### src/sv/rse_pkg.sv
// rse_pkg: shared types and constants for the RPN stack evaluator.
// Token modes, error codes, controller states and the command/status
// structs between rse_ctrl and rse_dp. No dependencies.
package rse_pkg;

  localparam int DATA_W = 32;
  localparam int DIV_CNT_W = 5;   // counts the 32 quotient bits

  typedef enum logic [3:0] {
    MODE_PUSH   = 4'd0,
    MODE_ADD    = 4'd1,
    MODE_SUB    = 4'd2,
    MODE_MUL    = 4'd3,
    MODE_DIV    = 4'd4,
    MODE_NEG    = 4'd5,
    MODE_IF     = 4'd6,
    MODE_MIN    = 4'd7,
    MODE_MAX    = 4'd8,
    MODE_FINISH = 4'd9
  } mode_t;

  localparam logic [1:0] ERR_NONE = 2'd0;
  localparam logic [1:0] ERR_DIV0 = 2'd1;
  localparam logic [1:0] ERR_OVF  = 2'd2;

  typedef enum logic [3:0] {
    S_IDLE,
    S_DECODE,
    S_POP_REQ,
    S_POP_CAP,
    S_EXEC,
    S_DIV,
    S_DIV_FIX,
    S_WB,
    S_FIN_REQ,
    S_FIN_OUT
  } state_t;

  typedef struct packed {
    logic accept;
    logic pop_req;
    logic pop_cap;
    logic exec;
    logic div_step;
    logic div_fix;
    logic wb;
    logic fin_read;
    logic fin_emit;
  } dp_cmd_t;

  typedef struct packed {
    logic [3:0] mode;
    logic       aborted;
    logic       last_pop;
    logic       x_zero;
    logic       div_last;
    logic       out_free;
  } dp_stat_t;

endpackage

### src/sv/rse_ctrl.sv
// rse_ctrl: token sequencer for the RPN stack evaluator.
// Drives dp_cmd_t commands into rse_dp from its status; uses rse_pkg.
module rse_ctrl
  import rse_pkg::*;
(
  input  logic     clk,
  input  logic     rst_n,
  input  logic     in_valid,
  output logic     in_stall,
  output dp_cmd_t  cmd,
  input  dp_stat_t stat
);

  state_t state_r, state_nxt;

  always_ff @(posedge clk) begin
    if (!rst_n) begin
      state_r <= S_IDLE;
    end else begin
      state_r <= state_nxt;
    end
  end

  // next state
  always_comb begin
    state_nxt = state_r;
    unique case (state_r)
      S_IDLE: begin
        if (in_valid) state_nxt = S_DECODE;
      end
      S_DECODE: begin
        priority if (stat.mode == MODE_FINISH) begin
          state_nxt = S_FIN_REQ;
        end else if (stat.aborted) begin
          state_nxt = S_IDLE;
        end else begin
          unique case (stat.mode)
            MODE_PUSH: state_nxt = S_EXEC;
            MODE_ADD, MODE_SUB, MODE_MUL, MODE_DIV,
            MODE_NEG, MODE_IF, MODE_MIN, MODE_MAX: state_nxt = S_POP_REQ;
            default: state_nxt = S_IDLE;   // unused modes do nothing
          endcase
        end
      end
      S_POP_REQ: state_nxt = S_POP_CAP;
      S_POP_CAP: begin
        state_nxt = stat.last_pop ? S_EXEC : S_POP_REQ;
      end
      S_EXEC: begin
        priority if (stat.mode == MODE_MUL) begin
          state_nxt = S_WB;
        end else if (stat.mode == MODE_DIV && !stat.x_zero) begin
          state_nxt = S_DIV;
        end else begin
          state_nxt = S_IDLE;
        end
      end
      S_DIV: begin
        if (stat.div_last) state_nxt = S_DIV_FIX;
      end
      S_DIV_FIX: state_nxt = S_WB;
      S_WB:      state_nxt = S_IDLE;
      S_FIN_REQ: state_nxt = S_FIN_OUT;
      S_FIN_OUT: begin
        if (stat.out_free) state_nxt = S_IDLE;
      end
      default: state_nxt = S_IDLE;
    endcase
  end

  // outputs
  always_comb begin
    cmd      = '0;
    in_stall = 1'b1;
    unique case (state_r)
      S_IDLE: begin
        in_stall   = 1'b0;
        cmd.accept = in_valid;
      end
      S_POP_REQ: cmd.pop_req  = 1'b1;
      S_POP_CAP: cmd.pop_cap  = 1'b1;
      S_EXEC:    cmd.exec     = 1'b1;
      S_DIV:     cmd.div_step = 1'b1;
      S_DIV_FIX: cmd.div_fix  = 1'b1;
      S_WB:      cmd.wb       = 1'b1;
      S_FIN_REQ: cmd.fin_read = 1'b1;
      S_FIN_OUT: cmd.fin_emit = stat.out_free;
      default: ;
    endcase
  end

endmodule

### src/sv/rse_dp.sv
// rse_dp: datapath of the RPN stack evaluator: value stack memory, stack
// pointer, operand registers, ALU, multiplier, serial divider and result
// register. Commanded by rse_ctrl; uses rse_pkg.
module rse_dp
  import rse_pkg::*;
#(
  parameter int STACK_DEPTH = 64
) (
  input  logic              clk,
  input  logic              rst_n,
  input  logic [3:0]        in_mode,
  input  logic [DATA_W-1:0] in_operand_value,
  input  dp_cmd_t           cmd,
  output dp_stat_t          stat,
  input  logic              out_stall,
  output logic              out_valid,
  output logic [DATA_W-1:0] out_result_value,
  output logic [1:0]        out_error_code
);

  localparam int AW   = (STACK_DEPTH > 1) ? $clog2(STACK_DEPTH) : 1;
  localparam int SP_W = $clog2(STACK_DEPTH + 1);
  localparam int CW   = $clog2(STACK_DEPTH + 2);

  logic [DATA_W-1:0] mem [STACK_DEPTH];
  logic [DATA_W-1:0] rd_data_r;
  logic              rd_en;
  logic [AW-1:0]     rd_addr;
  logic              wr_en;
  logic [DATA_W-1:0] wr_data;

  logic [3:0]        mode_r;
  logic [DATA_W-1:0] opv_r;
  logic [SP_W-1:0]   sp_r;
  logic [SP_W-1:0]   sp_dec;
  logic              sp_nz;
  logic              sp_full;
  logic [1:0]        abort_r;
  logic [CW-1:0]     cnt_r;
  logic [CW-1:0]     cnt_load;
  logic [CW-1:0]     n_clamp;
  logic              pop_nz_r;
  logic              first_r;
  logic [DATA_W-1:0] op0_r, op1_r, op2_r;
  logic [DATA_W-1:0] pop_val;
  logic [DATA_W-1:0] best;
  logic              is_minmax;
  logic [DATA_W-1:0] alu_res;
  logic [DATA_W-1:0] res_r;

  logic [DATA_W-1:0]    div_r;
  logic [DATA_W-1:0]    quo_r;
  logic [DATA_W:0]      rem_r;
  logic [DATA_W:0]      rem_sh;
  logic [DATA_W:0]      rem_diff;
  logic [DIV_CNT_W-1:0] dcnt_r;
  logic                 neg_r;

  logic              out_valid_r;
  logic [DATA_W-1:0] out_value_r;
  logic [1:0]        out_err_r;
  logic              out_free;

  assign sp_dec    = sp_r - SP_W'(1);
  assign sp_nz     = (sp_r != '0);
  assign sp_full   = (sp_r == SP_W'(STACK_DEPTH));
  assign is_minmax = (mode_r == MODE_MIN) || (mode_r == MODE_MAX);
  assign pop_val   = pop_nz_r ? rd_data_r : '0;
  assign out_free  = !out_valid_r || !out_stall;

  // MIN/MAX pop count: n pops (at least one), but never more than the stack plus one zero
  always_comb begin
    priority if ($signed(in_operand_value) <= 32'sd1) begin
      n_clamp = CW'(1);
    end else if (in_operand_value > 32'(STACK_DEPTH + 1)) begin
      n_clamp = CW'(STACK_DEPTH + 1);
    end else begin
      n_clamp = in_operand_value[CW-1:0];
    end
  end

  always_comb begin
    unique case (in_mode)
      MODE_ADD, MODE_SUB, MODE_MUL, MODE_DIV: cnt_load = CW'(2);
      MODE_NEG:                               cnt_load = CW'(1);
      MODE_IF:                                cnt_load = CW'(3);
      MODE_MIN, MODE_MAX:                     cnt_load = n_clamp;
      default:                                cnt_load = '0;
    endcase
  end

  // running min/max
  always_comb begin
    best = op0_r;
    if (first_r) begin
      best = pop_val;
    end else if (mode_r == MODE_MAX) begin
      if ($signed(op0_r) < $signed(pop_val)) best = pop_val;
    end else begin
      if ($signed(pop_val) < $signed(op0_r)) best = pop_val;
    end
  end

  // op0 = y (second pop), op1 = x (first pop); IF: op0 = c, op1 = t, op2 = f
  always_comb begin
    unique case (mode_r)
      MODE_PUSH: alu_res = opv_r;
      MODE_ADD:  alu_res = op0_r + op1_r;
      MODE_SUB:  alu_res = op0_r - op1_r;
      MODE_NEG:  alu_res = '0 - op0_r;
      MODE_IF:   alu_res = (op0_r != '0 && !op0_r[DATA_W-1]) ? op1_r : op2_r;
      MODE_MIN, MODE_MAX: alu_res = op0_r;
      default:   alu_res = '0;
    endcase
  end

  // stack port control
  always_comb begin
    rd_en   = (cmd.pop_req || cmd.fin_read) && sp_nz;
    rd_addr = sp_dec[AW-1:0];
    wr_en   = 1'b0;
    wr_data = alu_res;
    if (cmd.wb) begin
      wr_en   = 1'b1;
      wr_data = res_r;
    end else if (cmd.exec) begin
      unique case (mode_r)
        MODE_PUSH: wr_en = !sp_full;
        MODE_ADD, MODE_SUB, MODE_NEG, MODE_IF, MODE_MIN, MODE_MAX: wr_en = 1'b1;
        default: wr_en = 1'b0;
      endcase
    end
  end

  always_ff @(posedge clk) begin
    if (wr_en) begin
      mem[sp_r[AW-1:0]] <= wr_data;
    end
    if (rd_en) begin
      rd_data_r <= mem[rd_addr];
    end
  end

  // divider step: restoring, one quotient bit per cycle
  assign rem_sh   = {rem_r[DATA_W-1:0], quo_r[DATA_W-1]};
  assign rem_diff = rem_sh - {1'b0, div_r};

  // control state
  always_ff @(posedge clk) begin
    if (!rst_n) begin
      sp_r        <= '0;
      abort_r     <= ERR_NONE;
      cnt_r       <= '0;
      out_valid_r <= 1'b0;
    end else begin
      if (cmd.accept) begin
        cnt_r <= cnt_load;
      end else if (cmd.pop_req && !sp_nz && is_minmax) begin
        cnt_r <= CW'(1);   // only zeros remain: one more compare finishes it
      end else if (cmd.pop_cap) begin
        cnt_r <= cnt_r - CW'(1);
      end

      priority if (cmd.fin_emit) begin
        sp_r <= '0;
      end else if (rd_en && cmd.pop_req) begin
        sp_r <= sp_dec;
      end else if (wr_en) begin
        sp_r <= sp_r + SP_W'(1);
      end

      priority if (cmd.fin_emit) begin
        abort_r <= ERR_NONE;
      end else if (cmd.exec && mode_r == MODE_PUSH && sp_full) begin
        abort_r <= ERR_OVF;
      end else if (cmd.exec && mode_r == MODE_DIV && op1_r == '0) begin
        abort_r <= ERR_DIV0;
      end

      if (cmd.fin_emit) begin
        out_valid_r <= 1'b1;
      end else if (!out_stall) begin
        out_valid_r <= 1'b0;
      end
    end
  end

  // payload
  always_ff @(posedge clk) begin
    if (cmd.accept) begin
      mode_r  <= in_mode;
      opv_r   <= in_operand_value;
      first_r <= 1'b1;
    end
    if (cmd.pop_req) begin
      pop_nz_r <= sp_nz;
    end
    if (cmd.pop_cap) begin
      first_r <= 1'b0;
      if (is_minmax) begin
        op0_r <= best;
      end else begin
        op0_r <= pop_val;
        op1_r <= op0_r;
        op2_r <= op1_r;
      end
    end
    if (cmd.exec && mode_r == MODE_MUL) begin
      res_r <= op0_r * op1_r;
    end
    if (cmd.exec && mode_r == MODE_DIV) begin
      div_r  <= op1_r[DATA_W-1] ? ('0 - op1_r) : op1_r;
      quo_r  <= op0_r[DATA_W-1] ? ('0 - op0_r) : op0_r;
      rem_r  <= '0;
      dcnt_r <= DIV_CNT_W'(DATA_W - 1);
      neg_r  <= op0_r[DATA_W-1] ^ op1_r[DATA_W-1];
    end
    if (cmd.div_step) begin
      dcnt_r <= dcnt_r - DIV_CNT_W'(1);
      if (!rem_diff[DATA_W]) begin
        rem_r <= rem_diff;
        quo_r <= {quo_r[DATA_W-2:0], 1'b1};
      end else begin
        rem_r <= rem_sh;
        quo_r <= {quo_r[DATA_W-2:0], 1'b0};
      end
    end
    if (cmd.div_fix) begin
      res_r <= neg_r ? ('0 - quo_r) : quo_r;
    end
    if (cmd.fin_emit) begin
      out_value_r <= (abort_r == ERR_NONE && sp_nz) ? rd_data_r : '0;
      out_err_r   <= abort_r;
    end
  end

  always_comb begin
    stat.mode     = mode_r;
    stat.aborted  = (abort_r != ERR_NONE);
    stat.last_pop = (cnt_r == CW'(1));
    stat.x_zero   = (op1_r == '0);
    stat.div_last = (dcnt_r == '0);
    stat.out_free = out_free;
  end

  assign out_valid        = out_valid_r;
  assign out_result_value = out_value_r;
  assign out_error_code   = out_err_r;

  a_sp_bound: assert property (@(posedge clk) disable iff (!rst_n)
    sp_r <= SP_W'(STACK_DEPTH))
    else $error("stack pointer beyond depth");

  a_no_write_full: assert property (@(posedge clk) disable iff (!rst_n)
    wr_en |-> !sp_full)
    else $error("stack write while full");

  a_no_write_abort: assert property (@(posedge clk) disable iff (!rst_n)
    (abort_r != ERR_NONE) |-> !wr_en)
    else $error("stack write in aborted expression");

  a_finish_clears: assert property (@(posedge clk) disable iff (!rst_n)
    cmd.fin_emit |=> out_valid_r && (sp_r == '0) && (abort_r == ERR_NONE))
    else $error("finish did not emit and clear");

endmodule

### src/sv/rpn_stack_evaluator_core.sv
// RPN stack evaluator: one pre-parsed token per request, one result per finish.
// Per token: DECODE, then push goes to EXEC; ignored tokens (unused modes, aborted
// expression) go back to IDLE; operators run POP_REQ/POP_CAP once per pop (pops: 1 neg,
// 2 binary, 3 IF, up to min(n, depth+1) for MIN/MAX) and then EXEC; mul adds WB, div
// adds the serial divider (DIV, DIV_FIX, WB) unless the divisor is zero. Finish:
// FIN_REQ reads the top; FIN_OUT waits until the result register is free, loads it
// and returns to IDLE. Cost is set by the stack memory (registered read) and divider.
// Synchronous active-low reset empties the stack and clears the abort status.
module rpn_stack_evaluator_core
  import rse_pkg::*;
#(
  parameter int STACK_DEPTH = 64
) (
  input  logic               clk,
  input  logic               rst_n,
  input  logic               in_valid,
  output logic               in_stall,
  input  logic [3:0]         in_mode,
  input  logic signed [31:0] in_operand_value,
  output logic               out_valid,
  input  logic               out_stall,
  output logic signed [31:0] out_result_value,
  output logic [1:0]         out_error_code
);

  dp_cmd_t           cmd;
  dp_stat_t          stat;
  logic [DATA_W-1:0] result_u;

  rse_ctrl u_ctrl (
    .clk      (clk),
    .rst_n    (rst_n),
    .in_valid (in_valid),
    .in_stall (in_stall),
    .cmd      (cmd),
    .stat     (stat)
  );

  rse_dp #(
    .STACK_DEPTH (STACK_DEPTH)
  ) u_dp (
    .clk              (clk),
    .rst_n            (rst_n),
    .in_mode          (in_mode),
    .in_operand_value ($unsigned(in_operand_value)),
    .cmd              (cmd),
    .stat             (stat),
    .out_stall        (out_stall),
    .out_valid        (out_valid),
    .out_result_value (result_u),
    .out_error_code   (out_error_code)
  );

  assign out_result_value = $signed(result_u);

endmodule
### config.mk
export PLATFORM = sky130hd
export DESIGN_NAME = rpn_stack_evaluator_core
export DESIGN_NICKNAME = d
export VERILOG_FILES = /design/src/sv/rse_pkg.sv /design/src/sv/rse_ctrl.sv /design/src/sv/rse_dp.sv /design/src/sv/rpn_stack_evaluator_core.sv
export SDC_FILE = /design/constraint.sdc
export NUM_CORES = 2
export LEC_CHECK = 0
export BUFFER_PORTS_ARGS = -buffer_cell sky130_fd_sc_hd__buf_2
export CORE_MARGIN = 2
export CORE_UTILIZATION = 65
export CTS_BUF_LIST = sky130_fd_sc_hd__clkbuf_4 sky130_fd_sc_hd__clkbuf_8
export DETAILED_ROUTE_END_ITERATION = 12
export PLACE_DENSITY_LB_ADDON = 0.08
export SLEW_MARGIN = 10
export SYNTH_ARGS = -nofsm -noshare
export SYNTH_HDL_FRONTEND = slang
export SYNTH_SLANG_ARGS = --single-unit
### constraint.sdc
create_clock -name clk -period 10 [get_ports clk]
set_input_delay 0.5 -clock clk [delete_from_list [all_inputs] [get_ports clk]]
set_output_delay 0.5 -clock clk [all_outputs]
set_load 0.005 [all_outputs]
**After elaboration in Yosys (flattened, before gate mapping)**

Memory sizes are Yosys's and may differ from the RTL's. A register that Yosys moved wholly into a read port is not among the register bits.
Cells that the tools add are included.

- Add/sub/neg operators: 10
- Multipliers: 1
- Equal/unequal tests: 34
- Magnitude comparators: 4
- Multiplexer cells: 59
- Bitwise logic cells: 3
- Reductions and logical operators: 43

Operator list:

| operator | count |
|---|---|
| 32-bit 2-to-1 mux | 17 |
| 32-bit case mux with 6 select lines | 1 |
| 1-bit by 32-bit subtractor with 32-bit output (first input constant) | 3 |
| 32-bit < comparator | 2 |
| 7-bit 2-to-1 mux | 7 |
| 4-bit by 3-bit equality test with 1-bit output (second input constant) | 12 |
| 4-bit case mux with 9 select lines | 1 |
| 33-bit by 32-bit subtractor with 33-bit output | 1 |
| 32-bit adder | 1 |
| 32-bit by 7-bit greater-than comparator with 1-bit output (second input constant) | 1 |
| 32-bit by 2-bit <= comparator with 1-bit output (second input constant) | 1 |
| 32-bit logical NOT | 1 |
| 32-bit by 32-bit multiplier with 32-bit output | 1 |
| 32-bit nonzero test | 1 |
| 32-bit subtractor | 1 |
| 31-bit 2-to-1 mux | 1 |
| 4-bit 2-to-1 mux | 7 |
| 7-bit case mux with 4 select lines | 1 |
| 4-bit by 2-bit equality test with 1-bit output (second input constant) | 6 |
| 4-bit equality test (second input constant) | 5 |
| 1-bit 2-to-1 mux | 17 |
| 7-bit by 1-bit subtractor with 7-bit output (second input constant) | 2 |
| 4-bit by 1-bit equality test with 1-bit output (second input constant) | 3 |
| 1-bit logical AND | 12 |
| other kinds (27) | 49 |

- Register bits after elaboration: 323
- Memory bits (read-only): 32
- Input port bits: 40
- Bits in writable memories: 2048
- Output and inout bits: 36
- Memories kept: 2

Memory list:

| memory | depth | width | read ports | clocked after Yosys merged registers in | write ports | RTL line | text |
|---|---|---|---|---|---|---|---|
| u_dp.mem | 64 | 32 | 1 | 1 | 1 | rse_dp.sv:25 | `logic [DATA_W-1:0] mem [STACK_DEPTH];` |
| (no name shown) | 16 | 2 | 1 | 1 | 0 | rse_ctrl.sv:37 | `unique case (stat.mode)` |

**Logic depth before layout (Yosys ltp)**

- Depth in word-level cells: 7
- Gate-level depth with buffers: 29
- Mapped depth without buffers: 26

**By module**

From an unflattened synthesis, not the netlist that was laid out.

- Cell total of the unflattened synthesis: 6811
- Area, all modules: 114961.5 sq um

By module, submodules not included:

| module | cells each | times used | area each (sq um) |
|---|---|---|---|
| rse_dp | 6748 | 1 | 114473.5 |
| rse_ctrl | 63 | 1 | 488.0 |

**Least setup slack after synthesis**

No wires, ideal clock.

- Path type: register to register
- From: register u_dp.op1_r[0]
- To: memory u_dp.mem[0][31], data pin
- Stages on the path, launching flop included: 23
- Data arrival time: 7298 ps
- Slack: 2001 ps
- Clock period less this slack: 7999 ps
- Path buffers: 2
- Path through: edfxtp_1 -> clkbuf_1 -> clkbuf_1 -> inv_1 -> ha_1 -> or3b_4 -> or3_4 -> nor3_1 -> nand2_1 -> or4b_2 -> nand2_1 -> xor2_1 -> ha_1 -> a21oi_1 -> o21ai_0 -> a221oi_1 -> nor2_1 -> a211oi_1 -> o31ai_1 -> a211oi_1 -> o41ai_1 -> xnor2_1 -> o21ai_0

- Word-level cells in the longest chain between the ends: 3
- Elaborated cells on any way between the ends: 4

Ends and longest elaborated chain:

| element | RTL line | text |
|---|---|---|
| start: declaration | rse_dp.sv:44 | `logic [DATA_W-1:0] op0_r, op1_r, op2_r;` |
| start signal: assignment | rse_dp.sv:204 | `op1_r <= op0_r;` |
| 32-bit subtractor / 32-bit adder (equally long branches) | rse_dp.sv:109, rse_dp.sv:108 |  |
| 32-bit case mux with 6 select lines * | rse_dp.sv:106 | `unique case (mode_r)` |
| 32-bit 2-to-1 mux * | rse_dp.sv:123 | `if (cmd.wb) begin` |
| via u_dp.wr_data[31] | rse_dp.sv:30 | `logic [DATA_W-1:0] wr_data;` |
| end: declaration | rse_dp.sv:25 |  |

Mark *: on every way through the listed nets, which the timed path passes. The rest lies on a longest branch.

**Worst setup path after layout**

- From: register u_dp.op0_r[6]
- To: register u_dp.res_r[31], data pin

- Word-level cells in the longest chain between the ends: 3

Ends and longest elaborated chain:

| element | RTL line | text |
|---|---|---|
| start: declaration | rse_dp.sv:44 |  |
| start signal: assignment | rse_dp.sv:201 | `op0_r <= best;` |
| start signal: assignment | rse_dp.sv:203 | `op0_r <= pop_val;` |
| 32-bit by 32-bit multiplier with 32-bit output | rse_dp.sv:209 | `res_r <= op0_r * op1_r;` |
| 32-bit 2-to-1 mux | rse_dp.sv:208 | `if (cmd.exec && mode_r == MODE_MUL) begin` |
| 32-bit 2-to-1 mux | rse_dp.sv:228 | `if (cmd.div_fix) begin` |
| end signal: assignment | rse_dp.sv:209 |  |
| end signal: assignment | rse_dp.sv:229 | `res_r <= neg_r ? ('0 - quo_r) : quo_r;` |
| end: declaration | rse_dp.sv:49 | `logic [DATA_W-1:0] res_r;` |

No other way between the ends. The select of a mux whose other input is x is not followed.
A chain may end at the register's enable or synchronous reset.

==> flow_metrics.tcl <==
set metrics [dict create \
    num_rows 154 \
    cts_tree "yes" \
    cts_resized 0 \
    cp-start-kind "flip-flop" \
    cpMostUsedCell "fa_1" \
    cp.buffers_inverters 5 \
    port_buffers 75 \
    grt_max_degree 141 \
    gp_congestion 0.980 \
    crit_start "u_dp.op0_r[6]" \
    outcome "finished, final reports clean" \
    cp_max_fo 19 \
    synth_top_area_share 0.622 \
    total_power_mw 22.2 \
    power_density_nw_per_um2 174 \
    slew_headroom 0.174 \
    antenna_left 0 \
    setup_tns_ns 0 \
    crit_family "adder cells" \
    synth_cell_types 78 \
    final_nets 7866 \
    min-delay-start "in_operand_value[0]" \
    synth_edf_count 2381 \
    max_stage_delay_ns 0.85 \
    cts-root-buf "clkbuf_8" \
    vias 64700 \
    finalWorstSetupSlack_ns 1.91 \
    die_w_um 424 \
    reg2regPathDepth 25 \
    maxCapViolations 0 \
    layout_min_cycle_time_ns 8.09 \
    layout_commonest_cell "edfxtp_1" \
    ios 76 \
    fmax_mhz 124 \
    finalHoldViolations 0 \
    core_area_um2 176000 \
    fp.dieArea_um2 180000 \
    finalSetupViolations 0 \
    grt_setup_unrepaired "no" \
    arrival_ns 8.80 \
    hpwl_mm 190 \
    antenna_found_initial 11 \
    slowest_stage "edfxtp_1" \
    skew_ns 0.123 \
    avgSynthCellArea_um2 16.7 \
    htreeDepth 5 \
    cts.sink_count 2405 \
    r2r_start "u_dp.op0_r[6]" \
    wire_per_inst_um 30.9 \
    crit_type "reg -> reg" \
    route.detailed.drc 0 \
    wl_mm 303 \
    synth_fp_nets 7544 \
    netlist_instances 6865 \
    cp.required_ns 10.71 \
    min_path_cells 2 \
    r2r-end "u_dp.res_r[31]" \
    synth_seq_cells 2405 \
    power.leakage_nw 43.6 \
    first_global_vias 65600 \
    syn-cell-area_um2 115000 \
    cts_buffers 386 \
    drive_gt1_frac 0.225 \
    dp_slack_ns 2.03 \
    layout_common_cells "edfxtp_1 (2,381), mux4_2 (672), nand2_1 (497)" \
    min_path_type "in -> reg" \
    syn2layout_area_growth_pct 10.5 \
    slew_violations 0 \
    final.period_utilization 0.809 \
    dieHeight_um 424 \
    start_util 0.653 \
    viasPerCell 6.59 \
    clock_latency_ns 1.08 \
    hold_buffers 40 \
    worstSetupPathDepth 25 \
    end_kind "flip-flop" \
    grtUsageTotal 0.343 \
    synthTopCellsByArea "edfxtp_1 (62%), mux4_2 (13%), fa_1 (7.1%), ha_1 (2.5%), and2_1 (1.9%)" \
    yosysTopAreaCell "edfxtp_1" \
    ys_async_sr_fraction 0 \
    cts_setup_buffers 0 \
    cts_buffer_depth 4 \
    worst_slew_pin_slew_ns 1.23 \
    ir_drop_mv 0.162 \
    ys_warn_count 0 \
    ys_seq_area_frac 0.627 \
    firstDrtPassIters 6 \
    fill_cells 10700 \
    rrSetupSlack_ns 1.91 \
    cts.clk_slew.worst_paths_ns 0.06 \
    synth_ff_type "edfxtp_1" \
    drt_iter0_drc 7886 \
    overflow 0 \
    hold_path_end "u_dp.opv_r[0]" \
    grt_first_pass_wirelength_mm 443 \
]
==> state kept, by name (all words and copies together), names as in the netlist, 32 cells and up, named ones only <==
name and flops:
u_dp.op0_r 32, u_dp.rem_r 32, u_dp.op1_r 32, u_dp.op2_r 32, u_dp.opv_r 32, u_dp.rd_data_r 32, u_dp.div_r 32, u_dp.mem 2048
u_dp.quo_r 32, u_dp.out_result_value 32, u_dp.res_r 32
==> metrics by stage <==
step | std cells | hold WS, ns | util | area [um^2]
after global routing | 9816 | 0.168 | 0.722 | 127000
after global placement | 9099 | 0.473 | 0.678 | 119000
after floorplan | 6865 | 0.424 | - | 115000
final | 9818 | 0.220 | 0.722 | 127000
after CTS | 9811 | 0.123 | 0.721 | 127000
after detailed placement | 9099 | 0.491 | 0.678 | 119000
==> routing by layer <==
| metal | global-route usage | vias to the layer above | wire length, um |
|---|---|---|---|
| met5 | 0 | - | 26 |
| met2 | 0.546 | 3712 | 146000 |
| li1 | - | 26600 | - |
| met3 | 0.0680 | 714 | 29400 |
| met4 | 0.153 | 4 | 15000 |
| met1 | 0.470 | 33600 | 112000 |
==> worst register-to-register path, cell delays in order (launching register included) <==
cell      delay [ns]
edfxtp_1        0.85
buf_4           0.46
and2_1          0.21
fa_1            0.41
inv_1           0.08
fa_1            0.42
fa_1            0.51
inv_1           0.06
fa_1            0.53
ha_1            0.22
ha_1            0.28
inv_1           0.05
fa_1            0.47
inv_1           0.05
fa_1            0.43
ha_1            0.35
o21ai_0         0.10
nand2b_1        0.12
a31oi_1         0.35
nor2_1          0.15
o31a_1          0.38
a221o_1         0.42
o41ai_1         0.43
o21ai_0         0.21
xnor2_1         0.17
o21ai_1         0.07
==> cell usage after synthesis (18+ instances only) <==
library cell	count
a211oi_1	20
a21o_1	46
a21oi_1	136
a221oi_1	27
a22oi_1	18
and2_1	344
buf_1	64
clkbuf_1	319
dfxtp_1	24
edfxtp_1	2381
fa_1	410
ha_1	229
inv_1	471
mux2i_1	62
mux4_2	672
nand2_1	499
nand2b_1	36
nand3_1	38
nor2_1	235
nor2b_1	18
nor3_1	47
o21ai_0	186
o31ai_1	29
or2_2	20
or3_1	39
xnor2_1	142
xor2_1	127
==> worst max path at each step <==
stage                      end  slack [ns]
2_1_floorplan  u_dp.mem[0][31]        2.00
3_3_place_gp    u_dp.res_r[31]        2.09
3_5_place_dp    u_dp.res_r[31]        2.03
4_1_cts         u_dp.res_r[31]        1.97
5_1_grt         u_dp.res_r[31]        1.48
6_report        u_dp.res_r[31]        1.91
==> power breakdown <==
group	internal, mW	switching (mW)
logic	1.00	1.76
registers	11.3	0.0292
clock network	4.33	3.75
==> cell families (layout without fill, tap and decap cells) <==
family	Yosys count	count (layout)	share of synthesized area
adder cells (fa/ha/maj)	639	639	0.0964
XOR/XNOR	269	269	0.0205
buffers and inverters	857	1463	0.0281
other	0	7	0
flip-flops	2405	2405	0.627
multiplexers	737	737	0.137
AO/OA/AOI/OAI	592	592	0.0326
AND/OR/NAND/NOR	1366	1366	0.0584
==> area by class of cell <==
cell class	count	area [um^2]	area share
Antenna cell	7	17.5	0.000138
Clock buffer	505	6240	0.0492
Clock inverter	167	1020	0.00805
Inverter	471	1770	0.0139
Multi-Input combinational cell	3603	40600	0.320
Sequential cell	2405	72000	0.567
Tap cell	2340	2930	0.0231
Timing Repair Buffer	320	2400	0.0189
(Power assumes the default switching activity.)
